<file path="src/hw/rtl/cac_pkg.sv">
`default_nettype none

package cac_pkg;

   localparam int TIME_BITS = 32;
   localparam int TEMP_BITS = 12;
   localparam int MOIST_BITS = 10;
   localparam int HOUR_BITS = 5;
   localparam int CSR_INDEX_BITS = 3;
   localparam int CSR_DATA_BITS = 32;
   localparam int NUM_TIMED = 3;
   localparam int NUM_DEVICES = 4;

   typedef enum logic [1:0] {
      OP_SENSOR = 2'd0,
      OP_BEGIN  = 2'd1,
      OP_TOGGLE = 2'd2,
      OP_MANUAL = 2'd3
   } cac_opcode_type;

   typedef enum logic [1:0] {
      MODE_INITIAL  = 2'd0,
      MODE_ACTIVE   = 2'd1,
      MODE_OVERRIDE = 2'd2
   } cac_mode_type;

   typedef enum logic [1:0] {
      DEV_FAN    = 2'd0,
      DEV_HEATER = 2'd1,
      DEV_PUMP   = 2'd2,
      DEV_LIGHT  = 2'd3
   } cac_device_type;

   typedef enum logic [CSR_INDEX_BITS-1:0] {
      CSR_TEMP_UPPER     = 3'd0,
      CSR_TEMP_LOWER     = 3'd1,
      CSR_MOIST_THRESH   = 3'd2,
      CSR_TOGGLE_DELAY   = 3'd3,
      CSR_OPERATION_TIME = 3'd4,
      CSR_LIGHTS_ON      = 3'd5,
      CSR_LIGHTS_OFF     = 3'd6
   } cac_csr_type;

   typedef struct packed {
      logic [1:0]                  opcode;
      logic signed [TEMP_BITS-1:0] temperature;
      logic [MOIST_BITS-1:0]       moisture;
      logic [HOUR_BITS-1:0]        hour_of_day;
      logic [TIME_BITS-1:0]        now_ms;
      logic [1:0]                  device_select;
      logic                        device_value;
   } cac_req_type;

   typedef struct packed {
      logic [1:0] mode;
      logic       fan_on;
      logic       heater_on;
      logic       pump_on;
      logic       light_on;
   } cac_rsp_type;

   // Per-item control for one timed actuator.
   typedef struct packed {
      logic drive;
      logic want;
      logic manual_set;
      logic manual_value;
   } cac_act_ctrl_type;

endpackage

`default_nettype wire

</file>
<file path="src/hw/rtl/cac_timed_actuator.sv">
`default_nettype none

module cac_timed_actuator
   import cac_pkg::*;
(
   input  wire logic                 clock,
   input  wire logic                 reset,
   input  wire cac_act_ctrl_type     ctrl,
   input  wire logic [TIME_BITS-1:0] now_ms,
   input  wire logic [TIME_BITS-1:0] toggle_delay_ms,
   input  wire logic [TIME_BITS-1:0] operation_time_ms,
   output logic                      on_next,
   output logic                      on
);

   logic                 on_ff, on_in;
   logic [TIME_BITS-1:0] last_ff, last_in;
   logic [TIME_BITS-1:0] elapsed;
   logic                 switch_on, switch_off;

   // Wraparound subtraction gives the elapsed time modulo 2^TIME_BITS.
   assign elapsed    = now_ms - last_ff;
   assign switch_on  = ctrl.drive && ctrl.want && !on_ff && (elapsed > toggle_delay_ms);
   assign switch_off = ctrl.drive && !ctrl.want && on_ff && (elapsed > operation_time_ms);

   always_comb begin
      on_in   = on_ff;
      last_in = last_ff;
      if (ctrl.manual_set) begin
         on_in = ctrl.manual_value;
      end else if (switch_on || switch_off) begin
         on_in   = switch_on;
         last_in = now_ms;
      end
   end

   always_ff @(posedge clock) begin
      if (reset) begin
         on_ff   <= 1'b0;
         last_ff <= '0;
      end else begin
         on_ff   <= on_in;
         last_ff <= last_in;
      end
   end

   assign on_next = on_in;
   assign on      = on_ff;

endmodule

`default_nettype wire

</file>
<file path="src/hw/rtl/climate_actuator_controller_top.sv">
// Climate actuator controller. One request beat is taken per clock while req_stall is low;
// its result beat is registered in the response register, or in the skid register behind a
// stalled response. A full update (mode, holds, the three timed actuators and the light) is
// one pass of compares and 32-bit wraparound subtractions on the state registers, so the
// sustained rate is one beat per cycle while rsp_stall is low. A two-entry output stage
// (response register plus skid register) lets a request be taken while a finished response
// is still stalled; req_stall rises only when both are full. The register port is always
// ready (csr_ready is tied high) and its writes should only be made while no response is outstanding.
`default_nettype none

module climate_actuator_controller_top
   import cac_pkg::*;
(
   input  wire logic                      clock,
   input  wire logic                      reset,
   input  wire logic                      req_valid,
   output logic                           req_stall,
   input  wire cac_req_type               req_payload,
   output logic                           rsp_valid,
   input  wire logic                      rsp_stall,
   output cac_rsp_type                    rsp_payload,
   input  wire logic                      csr_valid,
   output logic                           csr_ready,
   input  wire logic [CSR_INDEX_BITS-1:0] csr_index,
   input  wire logic [CSR_DATA_BITS-1:0]  csr_wdata
);

   // Configuration registers.
   logic signed [TEMP_BITS-1:0] temp_upper_ff, temp_lower_ff;
   logic [MOIST_BITS-1:0]       moist_thresh_ff;
   logic [TIME_BITS-1:0]        toggle_delay_ff, operation_time_ff;
   logic [HOUR_BITS-1:0]        lights_on_ff, lights_off_ff;
   logic                        csr_fire;

   assign csr_ready = 1'b1;
   assign csr_fire  = csr_valid && csr_ready;

   always_ff @(posedge clock) begin
      if (reset) begin
         temp_upper_ff     <= TEMP_BITS'(300);
         temp_lower_ff     <= TEMP_BITS'(180);
         moist_thresh_ff   <= MOIST_BITS'(400);
         toggle_delay_ff   <= TIME_BITS'(5000);
         operation_time_ff <= TIME_BITS'(60000);
         lights_on_ff      <= HOUR_BITS'(6);
         lights_off_ff     <= HOUR_BITS'(22);
      end else if (csr_fire) begin
         unique case (csr_index)
            CSR_TEMP_UPPER:     temp_upper_ff     <= csr_wdata[TEMP_BITS-1:0];
            CSR_TEMP_LOWER:     temp_lower_ff     <= csr_wdata[TEMP_BITS-1:0];
            CSR_MOIST_THRESH:   moist_thresh_ff   <= csr_wdata[MOIST_BITS-1:0];
            CSR_TOGGLE_DELAY:   toggle_delay_ff   <= csr_wdata[TIME_BITS-1:0];
            CSR_OPERATION_TIME: operation_time_ff <= csr_wdata[TIME_BITS-1:0];
            CSR_LIGHTS_ON:      lights_on_ff      <= csr_wdata[HOUR_BITS-1:0];
            CSR_LIGHTS_OFF:     lights_off_ff     <= csr_wdata[HOUR_BITS-1:0];
            default: ;
         endcase
      end
   end

   // Handshake and output stage.
   logic        out_valid_ff, out_valid_in;
   logic        skid_valid_ff, skid_valid_in;
   cac_rsp_type out_ff, out_in;
   cac_rsp_type skid_ff, skid_in;
   cac_rsp_type new_rsp;
   logic        req_fire, rsp_fire;

   assign req_stall = skid_valid_ff;
   assign req_fire  = req_valid && !req_stall;
   assign rsp_fire  = out_valid_ff && !rsp_stall;

   always_comb begin
      out_valid_in  = out_valid_ff;
      skid_valid_in = skid_valid_ff;
      out_in        = out_ff;
      skid_in       = skid_ff;
      if (!out_valid_ff || rsp_fire) begin
         if (skid_valid_ff) begin
            out_in        = skid_ff;
            out_valid_in  = 1'b1;
            skid_valid_in = 1'b0;
         end else begin
            out_in       = new_rsp;
            out_valid_in = req_fire;
         end
      end else if (req_fire) begin
         skid_in       = new_rsp;
         skid_valid_in = 1'b1;
      end
   end

   always_ff @(posedge clock) begin
      if (reset) begin
         out_valid_ff  <= 1'b0;
         skid_valid_ff <= 1'b0;
      end else begin
         out_valid_ff  <= out_valid_in;
         skid_valid_ff <= skid_valid_in;
      end
   end

   always_ff @(posedge clock) begin
      out_ff  <= out_in;
      skid_ff <= skid_in;
   end

   assign rsp_valid   = out_valid_ff;
   assign rsp_payload = out_ff;

   // Mode state machine.
   cac_mode_type   mode_ff, mode_in;
   cac_opcode_type opcode;
   cac_device_type device;
   logic           clear_held, sensor_go, manual_go;

   assign opcode = cac_opcode_type'(req_payload.opcode);
   assign device = cac_device_type'(req_payload.device_select);

   always_comb begin
      mode_in = mode_ff;
      if (req_fire) begin
         unique case (opcode)
            OP_BEGIN:  mode_in = MODE_ACTIVE;
            OP_TOGGLE: mode_in = (mode_ff == MODE_OVERRIDE) ? MODE_ACTIVE : MODE_OVERRIDE;
            default:   mode_in = mode_ff;
         endcase
      end
   end

   always_comb begin
      clear_held = 1'b0;
      sensor_go  = 1'b0;
      manual_go  = 1'b0;
      if (req_fire) begin
         unique case (opcode)
            OP_SENSOR: sensor_go = (mode_ff != MODE_INITIAL);
            OP_BEGIN, OP_TOGGLE: clear_held = (mode_ff == MODE_OVERRIDE);
            OP_MANUAL: manual_go = (mode_ff == MODE_OVERRIDE);
            default: ;
         endcase
      end
   end

   always_ff @(posedge clock) begin
      if (reset) begin
         mode_ff <= MODE_INITIAL;
      end else begin
         mode_ff <= mode_in;
      end
   end

   // Manual holds, one per device.
   logic [NUM_DEVICES-1:0] held_ff, held_in;

   always_comb begin
      held_in = held_ff;
      if (clear_held) begin
         held_in = '0;
      end else if (manual_go) begin
         held_in[device] = 1'b1;
      end
   end

   always_ff @(posedge clock) begin
      if (reset) begin
         held_ff <= '0;
      end else begin
         held_ff <= held_in;
      end
   end

   // Timed actuators: fan, heater, pump.
   cac_act_ctrl_type       act_ctrl [NUM_TIMED];
   logic [NUM_TIMED-1:0]   act_want;
   logic [NUM_TIMED-1:0]   act_on_next, act_on;

   assign act_want[DEV_FAN]    = req_payload.temperature > temp_upper_ff;
   assign act_want[DEV_HEATER] = req_payload.temperature < temp_lower_ff;
   assign act_want[DEV_PUMP]   = req_payload.moisture < moist_thresh_ff;

   for (genvar i = 0; i < NUM_TIMED; i++) begin : g_timed
      always_comb begin
         act_ctrl[i].drive        = sensor_go && !held_ff[i];
         act_ctrl[i].want         = act_want[i];
         act_ctrl[i].manual_set   = manual_go && (device == cac_device_type'(i));
         act_ctrl[i].manual_value = req_payload.device_value;
      end

      cac_timed_actuator u_actuator (
         .clock             (clock),
         .reset             (reset),
         .ctrl              (act_ctrl[i]),
         .now_ms            (req_payload.now_ms),
         .toggle_delay_ms   (toggle_delay_ff),
         .operation_time_ms (operation_time_ff),
         .on_next           (act_on_next[i]),
         .on                (act_on[i])
      );
   end

   // Grow light follows the hour window; an on hour at or above the off hour wraps.
   logic light_ff, light_in, in_window;

   always_comb begin
      if (lights_on_ff < lights_off_ff) begin
         in_window = (req_payload.hour_of_day >= lights_on_ff) &&
                     (req_payload.hour_of_day < lights_off_ff);
      end else begin
         in_window = (req_payload.hour_of_day >= lights_on_ff) ||
                     (req_payload.hour_of_day < lights_off_ff);
      end
   end

   always_comb begin
      light_in = light_ff;
      if (manual_go && device == DEV_LIGHT) begin
         light_in = req_payload.device_value;
      end else if (sensor_go && !held_ff[DEV_LIGHT]) begin
         light_in = in_window;
      end
   end

   always_ff @(posedge clock) begin
      if (reset) begin
         light_ff <= 1'b0;
      end else begin
         light_ff <= light_in;
      end
   end

   always_comb begin
      new_rsp.mode      = mode_in;
      new_rsp.fan_on    = act_on_next[DEV_FAN];
      new_rsp.heater_on = act_on_next[DEV_HEATER];
      new_rsp.pump_on   = act_on_next[DEV_PUMP];
      new_rsp.light_on  = light_in;
   end

   // The skid register only fills behind a response that is still waiting.
   a_skid_behind_out: assert property (@(posedge clock) disable iff (reset)
      req_stall |-> rsp_valid)
      else $error("skid register full while response register is empty");

   // Holds exist only while in override mode.
   a_held_only_override: assert property (@(posedge clock) disable iff (reset)
      (mode_ff != MODE_OVERRIDE) |-> (held_ff == '0))
      else $error("manual hold present outside override mode");

   // Nothing can switch on before the first begin or toggle.
   a_initial_all_off: assert property (@(posedge clock) disable iff (reset)
      (mode_ff == MODE_INITIAL) |-> (act_on == '0 && !light_ff))
      else $error("actuator on while in initial mode");

   // A response beat reports the mode that the block held after its request.
   a_rsp_mode_tracks: assert property (@(posedge clock) disable iff (reset)
      (req_fire && out_valid_in && !skid_valid_ff && (!out_valid_ff || rsp_fire))
      |=> (rsp_payload.mode == mode_ff))
      else $error("response mode differs from controller mode");

endmodule

`default_nettype wire
</file>
<file path="config.mk">
export PLATFORM = sky130hd
export DESIGN_NAME = climate_actuator_controller_top
export DESIGN_NICKNAME = d
export VERILOG_FILES = /design/src/hw/rtl/cac_pkg.sv /design/src/hw/rtl/cac_timed_actuator.sv /design/src/hw/rtl/climate_actuator_controller_top.sv
export SDC_FILE = /design/constraint.sdc
export NUM_CORES = 1
export LEC_CHECK = 0
export ABC_AREA = 1
export BUFFER_PORTS_ARGS = -buffer_cell sky130_fd_sc_hd__buf_4
export CAP_MARGIN = 20
export CORE_MARGIN = 4
export CORE_UTILIZATION = 50
export CTS_BUF_LIST = sky130_fd_sc_hd__clkbuf_16
export CTS_CLUSTER_DIAMETER = 150
export DETAILED_ROUTE_END_ITERATION = 8
export GPL_TIMING_DRIVEN = 0
export PLACE_DENSITY = 0.7
export SYNTH_ARGS = -nofsm -noshare
export SYNTH_HDL_FRONTEND = slang
export SYNTH_SLANG_ARGS = --single-unit
</file>
<file path="constraint.sdc">
create_clock -name clock -period 3.2 [get_ports clock]
set_clock_uncertainty 0.2 [all_clocks]
set_input_delay 0.16 -clock clock [delete_from_list [all_inputs] [get_ports clock]]
set_output_delay 0.16 -clock clock [all_outputs]
set_load 0.1 [all_outputs]
</file>
* Word-level counts from Yosys, hierarchy flattened
Index checks and enable logic that the tools add are counted.
** Cells by class
- Multiplexer cells :: 22
- Order comparisons :: 14
- Equality and inequality tests :: 13
- Reduce and logical (&&, ||, !) cells :: 66
- Add/subtract/negate cells :: 3
- Bitwise operators :: 5
** Operators with widths (count)
- $gt 32x32->1 :: 6
- $sub 32x32->32 :: 3
- $logic_and 1x1->1 :: 30
- $reduce_and 2->1 :: 11
- $mux 1 :: 17
- $logic_not 1->1 :: 13
- $gt 12x12->1 :: 1
- $lt 12x12->1 :: 1
- $eq 2x2->1 const B :: 5
- $lt 10x10->1 :: 1
- $lt 5x5->1 :: 2
- $eq 3x3->1 const B :: 3
- $eq 3x2->1 const B :: 2
- $mux 6 :: 1
- $reduce_or 2->1 :: 3
- $ge 5x5->1 :: 1
- $logic_or 1x1->1 :: 5
- $eq 2x1->1 const B :: 2
- $logic_not 2->1 :: 2
- $mux 2 :: 2
- $not 1->1 :: 4
- $or 4x4->4 :: 1
- $pmux 2 s2 :: 1
- $eq 3x1->1 const B :: 1
- other kinds (5) :: 5
** Storage, ports and cells
- Input port bits :: 104
- Register bits :: 228
- Output and inout port bits :: 9

* Longest topological paths before layout
- Depth after elaboration :: 11
- Gate-level depth with buffers :: 28
- Gate-level depth less buffers :: 27

* Cells and area by module
A second synthesis with hierarchy kept.
** Second synthesis, totals
- Cell total of the unflattened synthesis :: 3177
- Area, all modules :: 21458.1 µm²
** Modules (own cells, without submodules)
- climate_actuator_controller_top :: cells an instance 736, instances 1, area each 5851.9 µm²
- cac_timed_actuator (g_timed[0].u_actuator) :: cells an instance 824, instances 1, area each 5352.6 µm²
- cac_timed_actuator (g_timed[2].u_actuator) :: cells an instance 810, instances 1, area each 5231.3 µm²
- cac_timed_actuator (g_timed[1].u_actuator) :: cells an instance 807, instances 1, area each 5022.3 µm²

* Worst setup path after synthesis
OpenSTA, ideal clock, no wires.
- Path type :: register to register
- Start point :: register g_timed[1].u_actuator.last_ff[0]
- End point :: register g_timed[1].u_actuator.last_ff[10]
- Arrival :: 3.232 ns
- Data required time :: 2.885 ns
- Path slack :: -0.347 ns
- Stages on the path, launching flop included :: 24
- Clock period less this slack :: 3.547 ns
- Path buffers :: 1
- Library setup time :: 0.115 ns
- Cell sequence :: dfxtp_1 ha_1 inv_1 fa_1 nand3_1 nand2_1 a21boi_1 o21ai_1 a21boi_0 o21ai_1 xor2_1 ha_1 nand2_1 nor2_1 nand4_1 nor2_1 nand3_1 nand2_1 a21oi_1 nand2_1 nand2_4 buf_6 a21oi_1 nor2_1
** Between the ends
- Longest elaborated chain between the ends :: 5
- Elaborated cells on any way between the ends :: 7
- Classes of those cells :: add/sub (1); order compare (2); reduce/logical (4)
** Ends and longest elaborated chain
- from (decl) :: RTL line cac_timed_actuator.sv:17 : logic [TIME_BITS-1:0] last_ff, last_in;
- from (signal assigned) :: RTL line cac_timed_actuator.sv:43 : last_ff <= last_in;
- $sub 32x32->32 * :: RTL line cac_timed_actuator.sv:22 : assign elapsed = now_ms - last_ff;
- $gt 32x32->1 (on tied branches) :: RTL line cac_timed_actuator.sv:23, cac_timed_actuator.sv:24
- $logic_and 1x1->1 (on tied branches) :: RTL line cac_timed_actuator.sv:23, cac_timed_actuator.sv:24
- $logic_or 1x1->1 * :: RTL line cac_timed_actuator.sv:31 : end else if (switch_on || switch_off) begin
- $reduce_and 2->1 (no line) *
Every way passes the cells marked *; elsewhere a longest branch is shown, timed or not.
A chain may end at the register's enable or synchronous reset.

* Worst setup path after layout
- Start point :: register g_timed[0].u_actuator.last_ff[1]
- End point :: register g_timed[0].u_actuator.last_ff[26]
** Between the ends
- Longest elaborated chain between the ends :: 5
- Elaborated cells on any way between the ends :: 7
- Classes of those cells :: add/sub (1); order compare (2); reduce/logical (4)
** Ends and longest elaborated chain (RTL line)
- from (decl) :: cac_timed_actuator.sv:17
- from (signal assigned) :: cac_timed_actuator.sv:43
- $sub 32x32->32 * :: cac_timed_actuator.sv:22
- $gt 32x32->1 (on tied branches) :: cac_timed_actuator.sv:23, cac_timed_actuator.sv:24
- $logic_and 1x1->1 (on tied branches) :: cac_timed_actuator.sv:23, cac_timed_actuator.sv:24
- $logic_or 1x1->1 * :: cac_timed_actuator.sv:31
- $reduce_and 2->1 (no line) *
Marks and branches as above.

==> flow_summary.json <==
{
  "result_of_the_run": "finished, violations left",
  "violated_checks": "negative setup slack",
  "power.density_cell_area_nw_per_um2": 349,
  "ys_top_cells_by_area": "dfxtp_1, ha_1, nand2_1",
  "final_design_area_no_fill_um2": 28500,
  "drt-pass1-iter-count": 5,
  "worst_skew_pair.late_latency_ns": 0.58,
  "via_count": 22594,
  "timing.reg2reg.setup_slack_ns": -0.99,
  "fin_cells": 3876,
  "syn_area_per_cell_um2": 6.74,
  "synth-seq-cells": 228,
  "placedCellCount": 3622,
  "crit_family": "simple AND/OR/NAND/NOR gates",
  "diodes": 0,
  "post-synth-top-count-cell": "nand2_1",
  "synth_top_area_share_pct": 21.5,
  "grt_setup_unrepaired": "true",
  "synthTopCellsByCount": "nand2_1, inv_1, a21oi_1",
  "die_area_um2": 43500,
  "tightest_slew_ns": 1.07,
  "maxCapViolCount": 0,
  "pin_count": 113,
  "final_net_count": 3772,
  "setup_crit_end_kind": "register",
  "area.sequential_um2": 4710,
  "timing.critical_path.from_type": "register",
  "grt_first_pass_wirelength_um": 118000,
  "horizontal_die_dimension_um": 209,
  "path_class": "reg2reg",
  "tritoncts_num_sinks": 228,
  "timing.fmax_mhz": 239,
  "synthesis.instances": 2987,
  "total_of_fill_cells_in_the_finished_design": 3014,
  "drt.antenna.violating_nets": 0,
  "area_share_of_xor_xnor_cells_in_the_synthesized_design_pct": 3.65,
  "synth-compound-area-share_pct": 18.0,
  "multiInputGateArea_um2": 17100,
  "floorplan.rows": 73,
  "gp_congestion": 0.991,
  "yosys_most_used_dff": "dfxtp_1",
  "globalRouteOverflowTotal": 0,
  "final.setup.tns_ns": -96.16,
  "leakagePower_nw": 12.1,
  "yosys.area.top_type": "dfxtp_1",
  "seq_area_frac_synth_pct": 23.3,
  "setup-violations-final": 105,
  "muxShareOfSynthArea_pct": 0,
  "cts-htree-levels": 1,
  "final.setup.worst_slack_ns": -0.989,
  "synth_simple_gate_area_share_pct": 23.5,
  "buffer_ports.inserted": 110,
  "initial_antenna_violation_count": 0,
  "root_buffer": "clkbuf_16",
  "timing.final.max_slew_violations": 0,
  "critical_path_arrival_ns": 4.45,
  "drive_gt1_share_pct": 28.0,
  "grt_max_degree": 15,
  "postSynthNetCount": 3428,
  "ir_worst_vdd_mv": 0.317,
  "dr.first_iter.drc_count": 1980,
  "drt_wl_total_um": 82300,
  "library_cell_contributing_the_largest_single_delay_on_the_critical_path": "dfxtp_2",
  "cts-buffers-inserted": 27,
  "worstHoldPathType": "in2reg",
  "synth_enable_flop_cells": 12,
  "crit_path_buf_inv_count": 4,
  "clkTransAtPathRegs_ns": 0.06,
  "final_hold_viol_count": 0,
  "area_growth_pct": 41.6,
  "tritoncts": "yes",
  "via_density_per_instance": 5.83,
  "synth_cell_type_count": 48,
  "placed_area_um2": 22100,
  "finalWorstPathRequiredPeriod_ns": 4.19,
  "maximum_fanout_count_along_the_critical_path": 6,
  "synth_adder_area_share_pct": 21.1,
  "timing.critical_path.required_ns": 3.46,
  "grt.total_usage_pct": 34.0,
  "fp.coreArea_um2": 39700,
  "slowest_delay_ns": 0.33,
  "yosys_warning_total": 0,
  "slew_headroom_pct": 28.9,
  "first_global_vias": 21511,
  "largest_family_of_logic_cells_by_synthesized_area": "simple AND/OR/NAND/NOR gates",
  "clock_path_buffers": 3,
  "floorplan.die.height_um": 209,
  "route.detailed.drc": 0,
  "synthArstFlopShare_pct": 0,
  "final_min_period_over_clock_period_pct": 131,
  "dp_hpwl_um": 59800,
  "wl_per_cell_um": 21.2,
  "cp_cell_sequence": "inv_1 > ha_1 > nand3_2 > nand2_2 > a21boi_4 > buf_6 > o21ai_4 > a21oi_2 > o21ai_2 > xor2_2 > ha_1 > nand2_1 > nor2_2 > nand2_1 > nor3_2 > nand2_1 > nand2_2 > nand3_4 > nand2_8 > buf_12 > buf_16 > nand3_4 > nand2_2 > nor2_1",
  "floorplan.initialDensity_pct": 50.7,
  "netlist_area_um2": 20100
}
-- cell families (layout without fill, tap and decap cells) --
kind of cell	count (synthesis)	after routing
AOI/OAI and AO/OA	665	665
xor gates and xnor gates	84	84
adders and majority gates	337	337
buffers and inverters	529	889
DFF	228	228
other	1	1
and+or+nand+nor	1143	1147
-- report_power, final --
part           switching [mW]  internal, mW
registers              0.0306          2.94
logic                    2.22          1.42
clock network            1.36          1.97
total                    3.61          6.33
-- worst min-delay path: stages --
cell	delay, ns
buf_4	0.09
o21ai_0	0.07
o211ai_1	0.12
nand2_1	0.07
nand2_1	0.06
nand3_1	0.09
o21ai_0	0.12
nor2_1	0.05
-- registers in the layout, summed over array words and instances, names as in the netlist, 5 cells and up --
| register | count |
|---|---|
| g_timed.u_actuator.last_ff | 96 |
| lights_off_ff | 5 |
| lights_on_ff | 5 |
| moist_thresh_ff | 10 |
| operation_time_ff | 32 |
| rsp_payload | 6 |
| skid_ff | 6 |
| temp_lower_ff | 12 |
| temp_upper_ff | 12 |
| toggle_delay_ff | 32 |
-- worst paths after layout --
check                           cells past startpoint                                 to                              from
worst max-delay path                               24  g_timed[0].u_actuator.last_ff[26]  g_timed[0].u_actuator.last_ff[1]
worst min-delay path                                8                           light_ff                   req_payload[35]
worst max register to register                     24  g_timed[0].u_actuator.last_ff[26]  g_timed[0].u_actuator.last_ff[1]
worst min register to register                      2                   temp_lower_ff[6]                  temp_lower_ff[6]
-- per-stage QoR --
stage	utilization (%)	worst slack, ns	hold WS (ns)	power [mW]
final	71.8	-0.989	0.107	9.94
after global routing	71.8	-1.21	0.194	10.4
after CTS	68.0	-0.835	0.0811	9.57
after detailed placement	55.5	-1.55	0.193	5.75
after global placement	55.5	-1.49	0.192	5.67
after floorplan	-	-0.130	0.0904	4.85
-- cell type report --
class | instances | area share (%)
Buffer | 74 | 1.55
Clock buffer | 29 | 2.55
Clock inverter | 20 | 0.781
Inverter | 450 | 5.95
Multi-Input combinational cell | 2234 | 60.0
Sequential cell | 228 | 16.5
Tap cell | 525 | 2.30
Timing Repair Buffer | 316 | 10.3
-- metal layers --
| layer | global-route usage, % | share of wire (%) | vias to the layer above |
|---|---|---|---|
| met5 | 0 | 0 | - |
| met4 | 13.1 | 5.8 | 0 |
| met3 | 4.20 | 8.0 | 255 |
| met2 | 56.3 | 45 | 1015 |
| met1 | 45.4 | 41 | 10714 |
| li1 | - | - | 10610 |
-- repair_timing --
item,in CTS,in global routing
buffers inserted,77,34
gates resized for setup,478,253
hold buffers,83,0
pin swaps,113,149
endpoints found under the setup margin,105,105
endpoints found under the hold margin,236,0
cloned,13,6
-- cells in the final DEF (no fill, tap or decap), drive strengths merged, types with 2 or more instances in the layout --
cell	n
nor3b	3
o221ai	3
nand3	171
nor3	29
and2	3
clkbuf	70
o21bai	9
a21boi	9
dlygate4sd3	83
edfxtp	12
o21ai	180
nand3b	2
and3	3
o211ai	33
o21a	15
a31oi	12
inv	449
nor2	300
a21oi	377
fa	3
clkinvlp	3
ha	334
xor2	61
dfxtp	216
nand2	593
a21o	13
nor4	3
xnor2	23
a221oi	6
nand4	40
o31ai	3
clkinv	14
buf	266
bufinv	4
o2111ai	3
Power figures use the tool's default switching activity.
